[config.mk]
export PLATFORM = sky130hd
export DESIGN_NAME = woas_front_flat
export DESIGN_NICKNAME = d
export VERILOG_FILES = /design/src/rtl/woas_pkg.sv /design/src/rtl/woas_if.sv /design/src/rtl/woas_front.sv /design/src/flat_wrapper.sv
export SDC_FILE = /design/constraint.sdc
export NUM_CORES = 1
export LEC_CHECK = 0
export BUFFER_PORTS_ARGS = -buffer_cell sky130_fd_sc_hd__buf_2
export CAP_MARGIN = 20
export CORE_UTILIZATION = 56
export CTS_BUF_LIST = sky130_fd_sc_hd__clkbuf_16
export CTS_CLUSTER_SIZE = 40
export DETAILED_ROUTE_END_ITERATION = 10
export PLACE_DENSITY = 0.93
export SLEW_MARGIN = 20
export SYNTH_ARGS = -nofsm -noshare
export SYNTH_HDL_FRONTEND = slang
export SYNTH_SLANG_ARGS = --single-unit
[constraint.sdc]
create_clock -name clock -period 13.8 [get_ports clock]
set_input_delay 2.76 -clock clock [delete_from_list [all_inputs] [get_ports clock]]
set_output_delay 2.76 -clock clock [all_outputs]
set_load 0.05 [all_outputs]
[src/rtl/woas_pkg.sv]
// Shared types and constants for the windowed overlap-add synthesis unit.
`timescale 1ns / 1ps

package woas_pkg;

   // Input command codes.
   localparam logic [1:0] CMD_SAMPLE = 2'd0;
   localparam logic [1:0] CMD_FLUSH  = 2'd1;
   localparam logic [1:0] CMD_LOAD   = 2'd2;

   // Configuration register indexes (byte address is 8 times the index).
   localparam logic REG_HOP   = 1'b0;
   localparam logic REG_FLOOR = 1'b1;

   localparam int HOP_W    = 10;
   localparam int NORM_W   = 40;
   localparam int SUM_W    = 56;
   localparam int COEF_W   = 16;
   localparam int IDX_W    = 9;
   localparam int CSR_W    = 64;
   localparam int CSR_A_W  = 4;
   localparam logic [COEF_W-1:0] ONE_Q15 = 16'd32768;
   localparam logic [HOP_W-1:0]  HOP_RESET   = 10'd128;
   localparam logic [NORM_W-1:0] FLOOR_RESET = 40'd11;

   // Work handed from the front end to the back end.
   typedef enum logic [1:0] {
      OP_LOAD  = 2'd0,
      OP_ACCUM = 2'd1,
      OP_DRAIN = 2'd2,
      OP_CLEAR = 2'd3
   } job_op_type;

   // flag means "emit this slot" for an accumulate and "last of stream" for a drain.
   typedef struct packed {
      job_op_type op;
      logic       flag;
   } job_ctl_type;

   typedef struct packed {
      logic init_busy;
   } be_status_type;

endpackage

[src/rtl/woas_if.sv]
// Word channel interfaces for the request and response sides.
`timescale 1ns / 1ps

interface woas_req_if #(parameter int SAMPLE_BITS = 24);
   logic                          valid;
   logic                          ready;
   logic [1:0]                    command;
   logic signed [SAMPLE_BITS-1:0] frame_sample;
   logic [8:0]                    coef_index;
   logic [15:0]                   coef_value;

   modport source (output valid, command, frame_sample, coef_index, coef_value,
                   input ready);
   modport sink (input valid, command, frame_sample, coef_index, coef_value,
                 output ready);
endinterface


[src/rtl/woas_front.sv]
// Front end: accepts request words, tracks stream position and issues jobs.
`timescale 1ns / 1ps

module woas_front
   import woas_pkg::*;
#(
   parameter int FRAME_LENGTH = 512,
   parameter int SAMPLE_BITS  = 24
) (
   input  logic                          clock,
   input  logic                          reset,
   woas_req_if.sink                      req,
   input  logic [HOP_W-1:0]              hop_length,
   input  be_status_type                 status,
   input  logic                          q_full,
   output logic                          push,
   output job_ctl_type                   job_ctl,
   output logic [$clog2(FRAME_LENGTH)-1:0] job_addr,
   output logic [$clog2(FRAME_LENGTH)-1:0] job_widx,
   output logic signed [SAMPLE_BITS-1:0] job_sample,
   output logic [COEF_W-1:0]             job_coef
);

   localparam int PW = $clog2(FRAME_LENGTH);
   localparam int TW = $clog2(FRAME_LENGTH + 1);

   logic [PW-1:0] pos_ff, pos_in;
   logic [PW-1:0] base_ff, base_in;
   logic [TW-1:0] tail_ff, tail_in;
   logic          active_ff, active_in;
   logic          drain_ff, drain_in;

   logic          accept;
   logic [TW-1:0] hop;
   logic [TW-1:0] p, start, fend;
   logic [PW-1:0] st_base;
   logic [TW-1:0] st_tail;
   logic          go;

   function automatic logic [PW-1:0] wrap_add(logic [PW-1:0] a, logic [TW-1:0] b);
      logic [TW:0] s;
      s = (TW+1)'(a) + (TW+1)'(b);
      if (s >= (TW+1)'(FRAME_LENGTH)) s = s - (TW+1)'(FRAME_LENGTH);
      return PW'(s);
   endfunction

   assign req.ready = !q_full && !status.init_busy;
   assign accept    = req.valid && req.ready;

   always_comb begin
      if (hop_length == '0) hop = TW'(1);
      else if (32'(hop_length) > FRAME_LENGTH) hop = TW'(FRAME_LENGTH);
      else hop = TW'(hop_length);
   end

   always_comb begin
      pos_in     = pos_ff;
      base_in    = base_ff;
      tail_in    = tail_ff;
      active_in  = active_ff;
      drain_in   = drain_ff;
      push       = 1'b0;
      job_ctl    = '{op: OP_LOAD, flag: 1'b0};
      job_addr   = wrap_add(base_ff, TW'(pos_ff));
      job_widx   = pos_ff;
      job_sample = req.frame_sample;
      job_coef   = (req.coef_value > ONE_Q15) ? ONE_Q15 : req.coef_value;
      p          = TW'(pos_ff);
      start      = (p < hop) ? p : hop;
      fend       = TW'(FRAME_LENGTH) - hop;
      st_base    = base_ff;
      st_tail    = tail_ff;
      go         = 1'b0;
      if (p > fend) fend = p;
      if (accept) begin
         unique case (req.command)
            CMD_SAMPLE: begin
               if (!drain_ff) begin
                  push      = 1'b1;
                  job_ctl   = '{op: OP_ACCUM, flag: (p < hop)};
                  active_in = 1'b1;
                  if (32'(pos_ff) == FRAME_LENGTH - 1) begin
                     pos_in  = '0;
                     base_in = wrap_add(base_ff, hop);
                  end else begin
                     pos_in = pos_ff + PW'(1);
                  end
               end
            end
            CMD_FLUSH: begin
               if (drain_ff) begin
                  go = 1'b1;
               end else if (active_ff) begin
                  if (fend <= start) begin
                     push      = 1'b1;
                     job_ctl   = '{op: OP_CLEAR, flag: 1'b0};
                     pos_in    = '0;
                     base_in   = '0;
                     tail_in   = '0;
                     active_in = 1'b0;
                     drain_in  = 1'b0;
                  end else begin
                     st_base = wrap_add(base_ff, start);
                     st_tail = fend - start;
                     go      = 1'b1;
                  end
               end
               if (go) begin
                  push     = 1'b1;
                  job_addr = st_base;
                  job_ctl  = '{op: OP_DRAIN, flag: (st_tail <= TW'(1))};
                  if (st_tail <= TW'(1)) begin
                     pos_in    = '0;
                     base_in   = '0;
                     tail_in   = '0;
                     active_in = 1'b0;
                     drain_in  = 1'b0;
                  end else begin
                     tail_in  = st_tail - TW'(1);
                     base_in  = wrap_add(st_base, TW'(1));
                     drain_in = 1'b1;
                  end
               end
            end
            CMD_LOAD: begin
               if (32'(req.coef_index) < FRAME_LENGTH) begin
                  push     = 1'b1;
                  job_ctl  = '{op: OP_LOAD, flag: 1'b0};
                  job_addr = PW'(req.coef_index);
               end
            end
            default: begin
            end
         endcase
      end
   end

   always_ff @(posedge clock) begin
      if (reset) begin
         pos_ff    <= '0;
         base_ff   <= '0;
         tail_ff   <= '0;
         active_ff <= 1'b0;
         drain_ff  <= 1'b0;
      end else begin
         pos_ff    <= pos_in;
         base_ff   <= base_in;
         tail_ff   <= tail_in;
         active_ff <= active_in;
         drain_ff  <= drain_in;
      end
   end

endmodule

[src/flat_wrapper.sv]
// flat-port wrapper written by rule: the top's interface ports become plain ports
module woas_front_flat import woas_pkg::*;
#(
   parameter int FRAME_LENGTH = 512,
   parameter int SAMPLE_BITS  = 24
)
  (clock, reset, hop_length, status, q_full, push, job_ctl, job_addr, job_widx, job_sample, job_coef, req_valid, req_command, req_frame_sample, req_coef_index, req_coef_value, req_ready);
  woas_req_if #(.SAMPLE_BITS(SAMPLE_BITS)) req_i ();
  input  logic clock;
  input  logic reset;
  input  logic [HOP_W-1:0] hop_length;
  input  be_status_type status;
  input  logic q_full;
  output logic push;
  output job_ctl_type job_ctl;
  output logic [$clog2(FRAME_LENGTH)-1:0] job_addr;
  output logic [$clog2(FRAME_LENGTH)-1:0] job_widx;
  output logic signed [SAMPLE_BITS-1:0] job_sample;
  output logic [COEF_W-1:0] job_coef;
  input wire logic [$bits(req_i.valid)-1:0] req_valid;
  input wire logic [$bits(req_i.command)-1:0] req_command;
  input wire logic [$bits(req_i.frame_sample)-1:0] req_frame_sample;
  input wire logic [$bits(req_i.coef_index)-1:0] req_coef_index;
  input wire logic [$bits(req_i.coef_value)-1:0] req_coef_value;
  output wire logic [$bits(req_i.ready)-1:0] req_ready;
  assign req_i.valid = req_valid;
  assign req_i.command = req_command;
  assign req_i.frame_sample = req_frame_sample;
  assign req_i.coef_index = req_coef_index;
  assign req_i.coef_value = req_coef_value;
  assign req_ready = req_i.ready;
  woas_front #(.FRAME_LENGTH(FRAME_LENGTH), .SAMPLE_BITS(SAMPLE_BITS)) u_core (.clock(clock), .reset(reset), .req(req_i), .hop_length(hop_length), .status(status), .q_full(q_full), .push(push), .job_ctl(job_ctl), .job_addr(job_addr), .job_widx(job_widx), .job_sample(job_sample), .job_coef(job_coef));
endmodule
# == Word-level counts from Yosys, hierarchy flattened ==
# Index checks and enable logic that the tools add are counted.
# op_classes
mux,70
n_lt_le_gt_ge,10
n_reduce_logical,13
n_eq_ne,9
addsub,12
# ops
op,n
2-to-1 mux 9 bit,25
2-to-1 mux 10 bit,14
case mux 9 bit (2 select lines),3
subtractor 9 x 1 -> 9 bit (second input constant),4
adder 9 x 10 -> 11 bit,2
>= comparator 11 x 10 -> 1 bit (second input constant),2
>= comparator 10 bit (second input constant),2
2-to-1 mux 1 bit,18
greater-than comparator 16 bit (second input constant),1
2-to-1 mux 16 bit,1
2-to-1 mux 3 bit,5
adder 9 x 1 -> 10 bit (second input constant),1
adder 9 x 9 -> 10 bit,1
greater-than comparator 10 bit (second input constant),1
greater-than comparator 9 x 10 -> 1 bit,1
less-or-equal comparator 10 x 1 -> 1 bit (second input constant),1
less-or-equal comparator 10 bit,1
logical NOT 10 bit,1
less-than comparator 9 x 10 -> 1 bit,1
subtractor 10 x 1 -> 10 bit (second input constant),1
subtractor 10 bit,1
subtractor 10 bit (first input constant),1
adder 9 x 1 -> 9 bit (second input constant),1
== test 9 bit (second input constant),1
other kinds (18),24
# word_totals
wordCells,119
register_bits,30
output_inout_bits,63
in_bits,66

# == Depth between registers and ports, before layout ==
# depth
word_depth,19
depth_mapped,36
depth_no_buf,32

# == Least setup slack after synthesis ==
# No wires, ideal clock.
# synth_timing
kind,input-to-output
from,input hop_length[1]
to,output job_ctl[0] (netlist name)
cell_stages,36
path_buffers,5
t_arrival_ns,9.503
required_time_ns,11.040
setup_slack_ns,1.537
cell_sequence,nor4_1 > a21oi_1 > nor2_1 > inv_1 > ha_1 > nand2_1 > xnor2_1 > ha_1 > nor2b_1 > o21ai_0 > o211ai_1 > a21o_1 > a21o_1 > a21oi_1 > a21oi_1 > buf_1 > mux2i_1 > ha_1 > fa_1 > and2b_1 > o211ai_1 > a21o_1 > a21boi_4 > buf_4 > buf_4 > buf_2 > nand2_1 > o21ai_0 > ha_1 > nor2_1 > nor4b_1 > o2bb2ai_2 > o21ai_2 > buf_6 > o22a_1 > nor2_1
# synth_lines
element,line_no,text
from (decl),flat_wrapper.sv:11,input logic [HOP_W-1:0] hop_length;
to (decl),flat_wrapper.sv:15,output job_ctl_type job_ctl;

==> results.toml <==
[run_status]
run_status = "finished, final reports clean"

[clock_tree]
post_cts_hold_buffer_count = 0
clk_latency_ns = 0.28
clkSinkCount = 30
cts.root.buffer_cell = "clkbuf_16"
tritoncts = "done"
cts_post_setup_buffers_inserted = 0
ctsHtreeMaxLevel = 2
cts_made_buffers = 5
clock_tree.buffer_depth = 2
clk_pin_slew_ns = 0.05
cts.repair.resized = 0

[drt]
detailedRoute.firstIterationViolations = 668
number_of_routed_nets_with_antenna_violations = 0
route.detailed.vias_per_inst = 6.46
detail_route.wirelength_mm = 15.1
detailroute.via_count = 5455
wl_per_cell_um = 17.9
tritonroute_pass_1_iters = 5
detail_route.drc_violations = 0

[critical_path]
critPathMaxFanout = 21
critical-path-slowest-cell = "a21boi_4"
setup.worst_path.class = "input port to output pin"
ff2ff_setup_slack_ns = 7.36
dominant_cell_type_by_count_on_the_critical_path = "ha_1"
cp_data_required_time_ns = 11.04
critPathMaxStageDelay_ns = 0.48
path_delay_family = "compound AO/OA/AOI/OAI gates"
worstPathBufferInverterCount = 4
critical_path_arrival_ns = 9.82
start_kind = "input port"
crit_path_end_kind = "output pin"

[die]
fp.coreArea_sq_mm = 0.00876
fp.dieW_um = 97.4
initial_core_util_pct = 58.2
rows = 34
top_level_ports = 129
dieArea_sq_mm = 0.00949
floorplan.die.height_um = 97.4

[synthesis]
net_count_after_synthesis = 832
yosys-top-cells-area = "ha_1 15%, dfxtp_1 12%, xnor2_1 5.7%, a21oi_1 5.3%, mux2i_1 4.9%"
post_synth_inst_count = 701
post_synth_edffs = 0
synth-main-ff-cell = "dfxtp_1"
ys_warn_count = 0
synth.top_cell.area_share_pct = 15.0
synthDominantAreaCellType = "ha_1"
synthesis.area_per_instance_sq_um = 7.28
synth_cell_type_count = 68
netlist_area_before_placement_sq_mm = 0.00510
synth-seq-area-share_pct = 11.8
synth_async_sr_flop_share_pct = 0
ys_ff_latch = 30

[timing]
finalHoldViolCount = 0
final_setup_violating_endpoints = 0
final_period_minus_worst_setup_slack_ns = 12.58
maxSlewHeadroom_pct = 37.4
min_period_over_period_pct = 91.1
worst-slew-pin-transition_ns = 0.939
setup_ws_ns = 1.22
finalSetupTns_ns = 0
unrepaired_setup_endpoints_after_global_routing = "false"
max_freq_mhz = 79.5
slew_violations = 0
timing.hold.ws_ns = 0.490
finClkSkew_ns = 0.00557

[place]
place_hpwl_mm = 11.9
io_buffer_count = 80
pre_cts_slack_ns = 1.39
gp_congestion = 1.01

[layout]
fraction_of_final_layout_cells_with_drive_strength_greater_than_1_pct = 14.7
layout.area.seq_sq_um = 601
multi_input_comb_area_sq_mm = 0.00396
number_of_inserted_filler_cells_in_the_final_layout = 774
synthToLayoutAreaGrowth_pct = 7.06
antennaDiodeCount = 0
fin_nets = 867

[grt]
grt_antenna_before_repair = 0
grt_usage_pct = 31.2
gr-total-overflow = 0
wire_length_of_the_first_global_routing_pass_mm = 24.2
maximum_number_of_pins_on_one_net_before_global_route_repair = 28
first_global_vias = 4964

[power_and_ir_drop]
peakVddDrop_uv = 41.5
power.static_leakage_nw = 2.45
power_per_cell_area_mw_per_mm2 = 59.9

[job]
drv_cap = 0

[worst_hold_path]
hold_class = "flip-flop to flip-flop"
## final timing paths
path                                          end                            start  cells past startpoint
setup / recovery                       job_ctl[0]                    hop_length[4]                     34
hold / removal     u_core.tail_ff[9]$_SDFFE_PP0P_   u_core.tail_ff[9]$_SDFFE_PP0P_                      2
hold reg to reg    u_core.tail_ff[9]$_SDFFE_PP0P_   u_core.tail_ff[9]$_SDFFE_PP0P_                      2
setup reg to reg  u_core.job_widx[3]$_SDFFE_PP0P_  u_core.job_widx[3]$_SDFFE_PP0P_                     26
## layer usage
layer / wire length, um / vias up / global-route usage (%)
met2: 6870 / 360 / 52.0
met5: 0 / - / 0
met1: 6210 / 2485 / 40.7
met3: 1550 / 55 / 3.45
met4: 476 / 0 / 13.0
li1: - / 2555 / -
## power breakdown
group | switching, mW | total (mW) | leakage [nW] | internal, mW
clock | 0.0380 | 0.103 | 0.0724 | 0.0650
combinational | 0.0868 | 0.135 | 2.13 | 0.0483
sequential | 0.00158 | 0.0890 | 0.242 | 0.0874
## cell usage after synthesis (3+ instances only)
library cell	count
a21o_1	11
a41oi_1	4
nor3_1	24
o21bai_1	6
buf_4	28
mux2i_1	25
nand4_1	7
nand2b_1	11
nand2_1	39
xnor2_1	33
o22a_1	3
or4_1	4
a32oi_1	6
nor4_1	7
dfxtp_1	30
o22ai_1	13
o21ai_0	30
o21a_1	5
nor3b_1	3
buf_2	7
a22oi_1	3
fa_1	4
nor2_1	59
and2_1	3
nor2b_1	25
xor2_1	14
a211oi_1	6
or3_1	3
o211ai_1	5
nand3_1	17
ha_1	61
o21ai_2	4
a21oi_1	54
inv_1	56
o21ai_1	10
clkbuf_1	17
and3_1	7
a31oi_1	15
## kinds of logic (layout without fill, tap and decap cells)
kind of cell,Yosys count,in the layout,synth area share (%)
compound gates,198,198,25.4
xor+xnor,47,47,8.07
fa+ha+maj,65,65,16.5
buf+inv,111,147,10.7
flops,30,30,11.8
mux,26,26,5.13
other cells,2,2,0.147
simple gates,222,222,22.2
## layout by cell type (no fill, tap or decap), drive strengths merged, types with 26 or more instances in the layout
| cell type | n |
|---|---|
| buf | 83 |
| ha | 61 |
| nor2 | 61 |
| inv | 57 |
| a21oi | 56 |
| o21ai | 44 |
| nand2 | 39 |
| xnor2 | 33 |
| dfxtp | 30 |
| nor3 | 26 |
## registers in the layout (all words and copies together), names as in the netlist
name	cells
u_core.active_ff	1
u_core.base_ff	9
u_core.drain_ff	1
u_core.job_widx	9
u_core.tail_ff	10
## worst min-delay path: stages, from the launching register on
cell,delay (ns)
dfxtp_1,0.32
nand3_1,0.06
o21ai_1,0.05
## per-stage QoR
stage	total power [mW]	cells	util (%)	area, sq um
6_report	0.327	845	62.3	5460
4_1_cts	0.323	845	62.3	5460
3_5_place_dp	0.221	837	60.8	5320
3_3_place_gp	0.218	837	60.8	5320
5_1_grt	0.340	845	62.3	5460
2_1_floorplan	0.210	701	-	5100
## final cells by class
cell class / count / share of cell area, %
Clock buffer: 5 / 2.29
Clock inverter: 3 / 0.229
Inverter: 56 / 3.85
Multi-Input combinational cell: 560 / 72.4
Sequential cell: 30 / 11.0
Tap cell: 108 / 2.47
Timing Repair Buffer: 83 / 7.74
Note: power is estimated with default switching activity, not from simulation.
