<file path="config.mk">
export PLATFORM = sky130hd
export DESIGN_NAME = woas_queue
export DESIGN_NICKNAME = d
export VERILOG_FILES = /design/src/rtl/woas_pkg.sv /design/src/rtl/woas_queue.sv
export SDC_FILE = /design/constraint.sdc
export NUM_CORES = 1
export LEC_CHECK = 0
export BUFFER_PORTS_ARGS = -buffer_cell sky130_fd_sc_hd__buf_2
export CAP_MARGIN = 20
export CORE_MARGIN = 4
export CORE_UTILIZATION = 35
export CTS_BUF_LIST = sky130_fd_sc_hd__clkbuf_8
export DETAILED_ROUTE_END_ITERATION = 6
export RECOVER_POWER = 50
export SYNTH_ARGS = -nofsm -noshare
export SYNTH_HDL_FRONTEND = slang
export SYNTH_SLANG_ARGS = --single-unit
</file>
<file path="constraint.sdc">
create_clock -name clock -period 2.6 [get_ports clock]
set_input_delay 0.52 -clock clock [delete_from_list [all_inputs] [get_ports clock]]
set_output_delay 0.52 -clock clock [all_outputs]
set_load 0.01 [all_outputs]
</file>
<file path="src/rtl/woas_pkg.sv">
// Shared types and constants for the windowed overlap-add synthesis unit.
`timescale 1ns / 1ps

package woas_pkg;

   // Input command codes.
   localparam logic [1:0] CMD_SAMPLE = 2'd0;
   localparam logic [1:0] CMD_FLUSH  = 2'd1;
   localparam logic [1:0] CMD_LOAD   = 2'd2;

   // Configuration register indexes (byte address is 8 times the index).
   localparam logic REG_HOP   = 1'b0;
   localparam logic REG_FLOOR = 1'b1;

   localparam int HOP_W    = 10;
   localparam int NORM_W   = 40;
   localparam int SUM_W    = 56;
   localparam int COEF_W   = 16;
   localparam int IDX_W    = 9;
   localparam int CSR_W    = 64;
   localparam int CSR_A_W  = 4;
   localparam logic [COEF_W-1:0] ONE_Q15 = 16'd32768;
   localparam logic [HOP_W-1:0]  HOP_RESET   = 10'd128;
   localparam logic [NORM_W-1:0] FLOOR_RESET = 40'd11;

   // Work handed from the front end to the back end.
   typedef enum logic [1:0] {
      OP_LOAD  = 2'd0,
      OP_ACCUM = 2'd1,
      OP_DRAIN = 2'd2,
      OP_CLEAR = 2'd3
   } job_op_type;

   // flag means "emit this slot" for an accumulate and "last of stream" for a drain.
   typedef struct packed {
      job_op_type op;
      logic       flag;
   } job_ctl_type;

   typedef struct packed {
      logic init_busy;
   } be_status_type;

endpackage

</file>
<file path="src/rtl/woas_queue.sv">
// Two-entry job queue between the front end and the back end.
`timescale 1ns / 1ps

module woas_queue
   import woas_pkg::*;
#(
   parameter int WIDTH = 8
) (
   input  logic             clock,
   input  logic             reset,
   input  logic             push,
   input  logic [WIDTH-1:0] push_data,
   input  logic             pop,
   output logic [WIDTH-1:0] pop_data,
   output logic             empty,
   output logic             full
);

   logic [WIDTH-1:0] data_ff [2];
   logic             wr_ff, wr_in;
   logic             rd_ff, rd_in;
   logic [1:0]       count_ff, count_in;

   assign empty    = (count_ff == 2'd0);
   assign full     = (count_ff == 2'd2);
   assign pop_data = data_ff[rd_ff];

   always_comb begin
      wr_in    = push ? !wr_ff : wr_ff;
      rd_in    = pop ? !rd_ff : rd_ff;
      count_in = count_ff + 2'(push) - 2'(pop);
   end

   always_ff @(posedge clock) begin
      if (push) data_ff[wr_ff] <= push_data;
   end

   always_ff @(posedge clock) begin
      if (reset) begin
         wr_ff    <= 1'b0;
         rd_ff    <= 1'b0;
         count_ff <= 2'd0;
      end else begin
         wr_ff    <= wr_in;
         rd_ff    <= rd_in;
         count_ff <= count_in;
      end
   end

endmodule

</file>
* After elaboration in Yosys (flattened, before gate mapping)
Memory sizes are Yosys's and may differ from the RTL's. A register that Yosys moved wholly into a read port is not among the register bits.
Index checks and enable logic that the tools add are counted.
Widths: inputs -> output; s select.
** Storage, ports and cells
- Word-level logic and storage cells :: 14
- RAM bits :: 16
- Register bits after elaboration :: 4
- Memories :: 1
- Output and inout port bits :: 10
- Input port bits :: 12
** Operators by class
- Add/sub/neg operators :: 2
- Reductions and logical operators :: 3
- Eq/ne operators :: 1
- Mux-type cells :: 4
** Memory list
- data_ff :: depth 2, width 8, rd ports 1, clocked after Yosys merged registers in 1, wr ports 1, line woas_queue.sv:19 : logic [WIDTH-1:0] data_ff [2];
** Operators by type and width (count)
- $mux 1 :: 4
- $add 2x1->2 :: 1
- $eq 2x2->1 const B :: 1
- $logic_not 1->1 :: 2
- $logic_not 2->1 :: 1
- $sub 2x1->2 :: 1

* Depth between registers and ports, before layout
Gate-level depths: netlist of run 1.
- Depth in word-level cells :: 3
- Mapped depth :: 6
- Depth with buffers taken out :: 6

* Worst setup path after synthesis of run 1
No wires, ideal clock.
- Path kind :: in2reg
- From :: input pop
- To :: register count_ff[1]
- Buffers on the path :: 0
- Stages :: 5
- Arrival time :: 1.392 ns
- Slack :: 1.144 ns
- Cells stage by stage :: ha_1 > inv_1 > ha_1 > xnor3_1 > nor2_1
** On the way
- Word-level cells in the longest chain between the ends :: 1
** RTL lines
- start: declaration :: line woas_queue.sv:13 : input logic pop,
- $sub 2x1->2 :: line woas_queue.sv:31 : count_in = count_ff + 2'(push) - 2'(pop);
- end signal: assignment :: line woas_queue.sv:46 : count_ff <= count_in;
- end: declaration :: line woas_queue.sv:22 : logic [1:0] count_ff, count_in;
Every way passes these cells.
A chain may end at the register's enable or synchronous reset.

==> impl_metrics.yaml, run 1 <==
sta:
  post-route-period-util_pct: 70.2
  finalClockSkew_ps: 1.37
  fin_tns_setup_ps: 0
  setup-violations-final: 0
  period_needed_ps: 1820
  fmax_mhz: 548
  slew_viol_final: 0
  tightestPinTransition_ps: 707
  rsz0062_at_grt: "no"
  hold_viol_final: 0
  maxSlewHeadroom_pct: 52.8
clock_network:
  cts_tree: "done"
  cts_buffers: 3
  cts-root-buf: "clkbuf_8"
  clk_latency_ps: 250
  post_cts_buffers: 0
  clk_pin_slew_ps: 70
  clock_path_buffers: 2
  postCtsResizedCells: 0
  clock_sinks: 21
  htreeDepth: 1
  cts_hold_buf: 0
routing:
  vias: 421
  drc: 0
  ant_nets: 0
  routed_via_density: 4.34
  routed_wl_mm: 1.15
  drt-initial-drc-count: 1
  wl_per_cell_microns: 11.9
  drtPass1Iterations: 2
synth:
  netlist_instances: 46
  synth-seq-cells: 21
  syn_area_sq_um: 792
  yosys_warnings: 0
  yosysTopAreaCell: "edfxtp_1"
  synth_common_cells: "16 x edfxtp_1, 8 x mux2_2, 5 x dfxtp_1, 5 x nor2_1, 3 x nor2b_1"
  syn-num-nets: 60
  synth.most_common_cell: "edfxtp_1"
  ys_seq_area_share_pct: 73.3
  syn_area_per_cell_sq_um: 17.2
  async_flop_share_pct: 0
  synthDistinctLibCells: 11
  synth_edf_count: 16
  synthTopCellsByArea: "edfxtp_1 61%, dfxtp_1 13%, mux2_2 11%"
  ys.flop_type: "edfxtp_1"
  synth.top_cell.area_share_pct: 60.7
placed_design:
  dp_hpwl_microns: 910
  place.gp.congestion: 0.645
  port-buffer-count: 21
  placedCellCount: 93
cells_and_area:
  fin_nets: 85
  drive_above_1_share_pct: 37.1
  antenna_cells: 0
  instances_no_fill: 97
  synthToLayoutAreaGrowth_pct: 21.6
power:
  ir_drop_uv: 268
  p_total_uw: 705
  cellLeakagePower_nw: 0.374
  power.density_nw_per_um2: 732
setup_path:
  reg2reg_to: "count_ff[1]"
  worst-path-max-fanout: 8
  worst_setup_path_start_kind: "flip-flop"
  worstRegToRegCells: 6
  cp-end-kind: "output port"
  regToRegSetupSlack_ps: 1220
  crit_arrival_ps: 1300
  crit_required_ps: 2080
  worstReg2RegStart: "count_ff[0]"
  critPathKind: "flip-flop to output port"
die:
  initial_core_util_pct: 38.4
  core-area_sq_um: 2060
  die_x_microns: 55.6
  die_area_sq_um: 3090
  die_height_microns: 55.6
  rows: 16
  ios: 22
global_route:
  antenna_found_initial: 0
  grt_usage_pct: 8.44
  grt-ovfl-total: 0
  grt_pass1_wl_mm: 1.91
  grt_max_degree: 12
  grt_pass1_vias: 451
flow_run:
  cap_violations: 0
min_path:
  worstHoldStart: "push_data[6]"
  hold_end: "data_ff[1][6]"
  hp-class: "input port to flip-flop"
  hold_path_depth: 1
status:
  status: "completed"
==> power by group <==
group	internal [mW]	leakage [nW]	switching, mW
registers	0.390	0.192	0.0153
clock network	0.105	0.0269	0.0889
logic	0.0590	0.155	0.0473
total	0.554	0.374	0.152
==> cell usage in the layout (no fill, tap or decap) <==
cell type and n:
clkbuf_8 3, ha_1 2, and2_0 1, clkbuf_1 6, mux2_2 8, xnor2_1 2, dfxtp_1 5, inv_1 3
xnor3_1 1, buf_2 15, edfxtp_1 16, nor2_1 5, nor2b_1 3
==> worst max-delay path by stage <==
stage | start | to | slack [ps]
2_1_floorplan | pop | count_ff[1] | 1140
3_3_place_gp | push | data_ff[0][5] | 950
3_5_place_dp | pop | count_ff[1] | 940
4_1_cts | flip-flop | pop_data[4] | 750
5_1_grt | flip-flop | pop_data[4] | 700
6_report | flip-flop | pop_data[4] | 780
==> per-layer routing <==
| layer | share of wire (%) | up-vias | GRT usage, % |
|---|---|---|---|
| li1 | - | 209 | - |
| met1 | 37 | 192 | 7.77 |
| met2 | 52 | 15 | 14.9 |
| met3 | 7.7 | 5 | 2.55 |
| met4 | 3.4 | 0 | 7.29 |
| met5 | 0 | - | 0 |
==> registers in the layout, summed over array words and instances, names as in the netlist, named ones only <==
name,count
wr_ff,1
data_ff,16
count_ff,2
rd_ff,1
==> worst max-delay path, cell delays in order, from the launching register on <==
cell and delay, ps:
dfxtp_1 530, mux2_2 380, buf_2 140
==> stage by stage <==
stage          hold slack, ps  utilization [%]  instance area [sq um]  worst slack, ps
5_1_grt                   443             46.7                    963              700
4_1_cts                   452             47.1                    971              750
2_1_floorplan             480                -                    792             1140
6_report                  456             46.7                    963              776
3_3_place_gp              513             44.9                    926              948
3_5_place_dp              510             44.9                    926              945
==> cell families after synthesis <==
| logic type | after synthesis | share of synthesized area [%] |
|---|---|---|
| buffers and inverters | 3 | 1.58 |
| DFF | 21 | 73.3 |
| adders and majority gates | 2 | 3.16 |
| muxes | 8 | 11.4 |
| and+or+nand+nor | 9 | 5.53 |
| xor gates and xnor gates | 3 | 5.06 |
==> cell type report <==
| cell class | instances | area, sq um |
|---|---|---|
| Timing Repair Buffer | 21 | 97.6 |
| Clock buffer | 3 | 41.3 |
| Fill cell | 193 | 1100 |
| Inverter | 2 | 7.51 |
| Clock inverter | 1 | 3.75 |
| Sequential cell | 21 | 581 |
| Tap cell | 27 | 33.8 |
| Multi-Input combinational cell | 22 | 199 |
No activity file was read; power rests on OpenSTA's default activity.
==> inputs of run 2 (changes only) <==
- clock period: 2.6 -> 1.9 ns (I/O delays scaled with it)
==> impl_metrics.yaml, run 2 (synthesis results as in run 1) <==
sta:
  holdWs_ps: 320
  slew_viol_final: 0
  period_needed_ps: 1710
  finalClockSkew_ps: 1.74
  maxSlewHeadroom_pct: 68.7
  hold_viol_final: 0
  tightestPinTransition_ps: 469
  fmax_mhz: 586
  rsz0062_at_grt: "no"
  setup-violations-final: 0
  fin_tns_setup_ps: 0
  post-route-period-util_pct: 89.8
placed_design:
  dpl_cell_area_sq_um: 933
  port-buffer-count: 21
  dp_hpwl_microns: 905
  place.gp.congestion: 0.601
clock_network:
  postCtsResizedCells: 0
  cts-root-buf: "clkbuf_8"
  clk_pin_slew_ps: 70
  clk_latency_ps: 240
  cts_tree: "done"
  clock_path_buffers: 2
  post_cts_buffers: 0
  htreeDepth: 1
  clock_sinks: 21
  cts_buffers: 3
  cts_hold_buf: 0
global_route:
  grt-ovfl-total: 0
  grt_max_degree: 12
  grt_pass1_wl_mm: 2.02
  met3_usage_pct: 2.55
  grt_pass1_vias: 464
  use_met2_pct: 15.2
  gr-usage-met1_pct: 9.45
  antenna_found_initial: 0
  grt_usage_pct: 8.51
  busiest_layer: "met2"
routing:
  drt-initial-drc-count: 11
  wl_per_cell_microns: 12.1
  drc: 0
  ant_nets: 0
  vias: 424
  routed_via_density: 4.33
  routed_wl_mm: 1.19
  drtPass1Iterations: 4
setup_path:
  reg2reg_to: "count_ff[1]"
  cp-end-kind: "output port"
  worstRegToRegCells: 6
  critPathKind: "flip-flop to output port"
  crit_required_ps: 1520
  worstReg2RegStart: "count_ff[0]"
  worst-path-max-fanout: 8
  worstPathCellList: "mux2_2 > buf_2"
  cp_slowest_cell: "dfxtp_1"
  regToRegSetupSlack_ps: 530
  slowest_delay_ps: 560
  crit_arrival_ps: 1330
  worst_setup_path_start_kind: "flip-flop"
power:
  cellLeakagePower_nw: 0.382
  intPower_uw: 759
  clkPwrFrac_pct: 27.4
  pwr-share-seq_pct: 57.4
  power.density_nw_per_um2: 998
  power.switching_uw: 208
  ir_drop_uv: 452
  p_sw_share_pct: 21.5
  combPwrFrac_pct: 15.3
die:
  die_height_microns: 55.6
  core-area_sq_um: 2060
  initial_core_util_pct: 38.4
  rows: 16
  die_area_sq_um: 3090
  ios: 22
  die_x_microns: 55.6
min_path:
  worstHoldStart: "push_data[7]"
  hold_end: "data_ff[0][7]"
  hp-class: "input port to flip-flop"
  hold_path_depth: 1
cells_and_area:
  antenna_cells: 0
  regMostFlops: "data_ff"
  fin_nets: 86
  top_regs: "data_ff (16), count_ff (2)"
  largest_reg_flops: 16
  final_cell_mix: "17 x buf_2, 16 x edfxtp_1, 8 x mux2_2"
  stdcell_area_sq_um: 970
  drive_above_1_share_pct: 39.4
  synthToLayoutAreaGrowth_pct: 22.4
  mostFrequentLayoutCell: "buf_2"
flow_run:
  cap_violations: 0
status:
  status: "completed"
## run 2: cell count changes in the layout (fill, tap and decap cells not counted)
cell,change
buf_2,+2
and2_0,-1
and2_1,+1
clkbuf_1,-1
## run 2: how the worst max path moves through the flow
stage | from | end | slack, ps
after global routing | flip-flop | pop_data[1] | 110
final | flip-flop | pop_data[4] | 190
after detailed placement | pop | count_ff[1] | 410
after global placement | pop | count_ff[1] | 440
after floorplan | pop | count_ff[1] | 580
after CTS | flip-flop | pop_data[1] | 170
## run 2: final cells by class
type	instances	area, sq um
Sequential cell	21	581
Clock buffer	3	41.3
Inverter	2	7.51
Multi-Input combinational cell	22	199
Tap cell	27	33.8
Clock inverter	1	3.75
Fill cell	209	1090
Timing Repair Buffer	22	104
## run 2: power by group through the flow
stage	Sequential (mW)	Combinational, mW	Clock (mW)
2_1_floorplan	0.555	0.102	0
3_3_place_gp	0.564	0.150	0
3_5_place_dp	0.566	0.154	0
4_1_cts	0.556	0.155	0.274
5_1_grt	0.561	0.164	0.299
6_report	0.555	0.148	0.265
## run 2: worst max-delay path: cells and delay by family (launching register included)
kind | cells | cell delay (ps)
buffers and inverters | 1 | 140
multiplexers | 1 | 380
flip-flops | 1 | 560
## run 2: metrics by stage
step | std cells | power [mW] | utilization (%) | setup slack, ps
after floorplan | 46 | 0.657 | - | 584
after global routing | 98 | 1.02 | 47.0 | 110
after CTS | 98 | 0.985 | 47.5 | 166
final | 98 | 0.967 | 47.0 | 195
after detailed placement | 94 | 0.720 | 45.3 | 406
after global placement | 94 | 0.714 | 45.3 | 439
## run 2: metal layers
| layer | share of wire [%] | vias to the layer above |
|---|---|---|
| met5 | 0 | - |
| met4 | 0 | 0 |
| met3 | 6.2 | 0 |
| met2 | 52 | 12 |
| met1 | 41 | 200 |
| li1 | - | 212 |
==> inputs of run 3 (changes only) <==
- RECOVER_POWER: 50 -> 100
==> impl_metrics.yaml, run 3 (synthesis results as in run 1) <==
cells_and_area:
  final_cell_mix: "16 x edfxtp_1, 15 x clkbuf_1, 8 x mux2_2"
  drive_above_1_share_pct: 25.4
  mostFrequentLayoutCell: "edfxtp_1"
  stdcell_area_sq_um: 957
  regMostFlops: "data_ff"
  synthToLayoutAreaGrowth_pct: 20.9
  fin_nets: 86
  antenna_cells: 0
  instances_no_fill: 98
  utilization_pct: 46.4
  top_regs: "data_ff (16), count_ff (2)"
  largest_reg_flops: 16
flow_run:
  cap_violations: 0
sta:
  setup-violations-final: 0
  holdWs_ps: 320
  fmax_mhz: 587
  rsz0062_at_grt: "no"
  slew_viol_final: 0
  period_needed_ps: 1700
  tightestPinTransition_ps: 551
  post-route-period-util_pct: 89.6
  finalClockSkew_ps: 1.71
  hold_viol_final: 0
  fin_tns_setup_ps: 0
  layout_setup_ws_ps: 197
  maxSlewHeadroom_pct: 63.3
setup_path:
  worstRegToRegCells: 6
  reg2reg_to: "count_ff[1]"
  crit_end: "pop_data[4]"
  worst-path-max-fanout: 8
  critPathKind: "flip-flop to output port"
  regToRegSetupSlack_ps: 530
  crit_arrival_ps: 1320
  cp-end-kind: "output port"
  worst_setup_path_start_kind: "flip-flop"
  worstReg2RegStart: "count_ff[0]"
  crit_required_ps: 1520
die:
  ios: 22
  die_area_sq_um: 3090
  rows: 16
  die_height_microns: 55.6
  initial_core_util_pct: 38.4
  die_x_microns: 55.6
  core-area_sq_um: 2060
power:
  p_total_uw: 960
  cellLeakagePower_nw: 0.352
  power.density_nw_per_um2: 1000
  ir_drop_uv: 452
clock_network:
  cts_buffers: 3
  post_cts_buffers: 0
  clk_latency_ps: 240
  cts_tree: "done"
  htreeDepth: 1
  postCtsResizedCells: 0
  clock_sinks: 21
  clk_pin_slew_ps: 70
  cts-root-buf: "clkbuf_8"
  cts_hold_buf: 0
  clock_path_buffers: 2
global_route:
  antenna_found_initial: 0
  grt-ovfl-total: 0
  grt_usage_pct: 8.51
  grt_max_degree: 12
  grt_pass1_vias: 464
  grt_pass1_wl_mm: 2.02
status:
  status: "completed"
routing:
  vias: 422
  drc: 0
  wl_per_cell_microns: 12.2
  ant_nets: 0
  drtPass1Iterations: 4
  routed_wl_mm: 1.20
  routed_via_density: 4.31
  drt-initial-drc-count: 12
placed_design:
  dp_worst_setup_slack_ps: 406
  placedCellCount: 94
  place.gp.congestion: 0.601
  dp_hpwl_microns: 905
  dpl_cell_area_sq_um: 933
  port-buffer-count: 21
min_path:
  hp-class: "input port to flip-flop"
## run 3: cell types whose count changed in the layout (fill, tap and decap cells not counted)
cell      previous run  this run
clkbuf_1             5        15
and2_1               1         0
and2_0               0         1
buf_2               17         7
## run 3: metal layers
layer / routed length, microns / GRT usage (%) / vias to the layer above
met5: 0 / 0 / -
met4: 0 / 3.13 / 0
met3: 73 / 2.55 / 0
met2: 623 / 15.2 / 12
met1: 503 / 9.45 / 198
li1: - / - / 212
## run 3: worst min path at each step
stage	from	end	slack, ps	cells after the start
2_1_floorplan	reset	count_ff[0]	450	1
3_3_place_gp	wr_ff	wr_ff	510	2
3_5_place_dp	rd_ff	flip-flop	500	2
4_1_cts	push_data[7]	data_ff[0][7]	320	1
5_1_grt	push_data[6]	data_ff[0][6]	310	1
6_report	push_data[7]	data_ff[0][7]	320	1
## run 3: area by class of cell
cell class	count	area, sq um
clock buffer	3	41.3
clock inverter	1	3.75
fill	210	1100
inverter	2	7.51
multi-input combinational	22	199
sequential	21	581
tap	27	33.8
timing repair buffer	22	91.3
## run 3: critical path, cell delays in order (launching register included)
cell and delay (ps):
dfxtp_1 560, mux2_2 380, clkbuf_1 130
## run 3: where the power goes
group          internal [mW]  switching [mW]
clock network          0.143           0.122
logic                 0.0741          0.0663
registers              0.534          0.0212
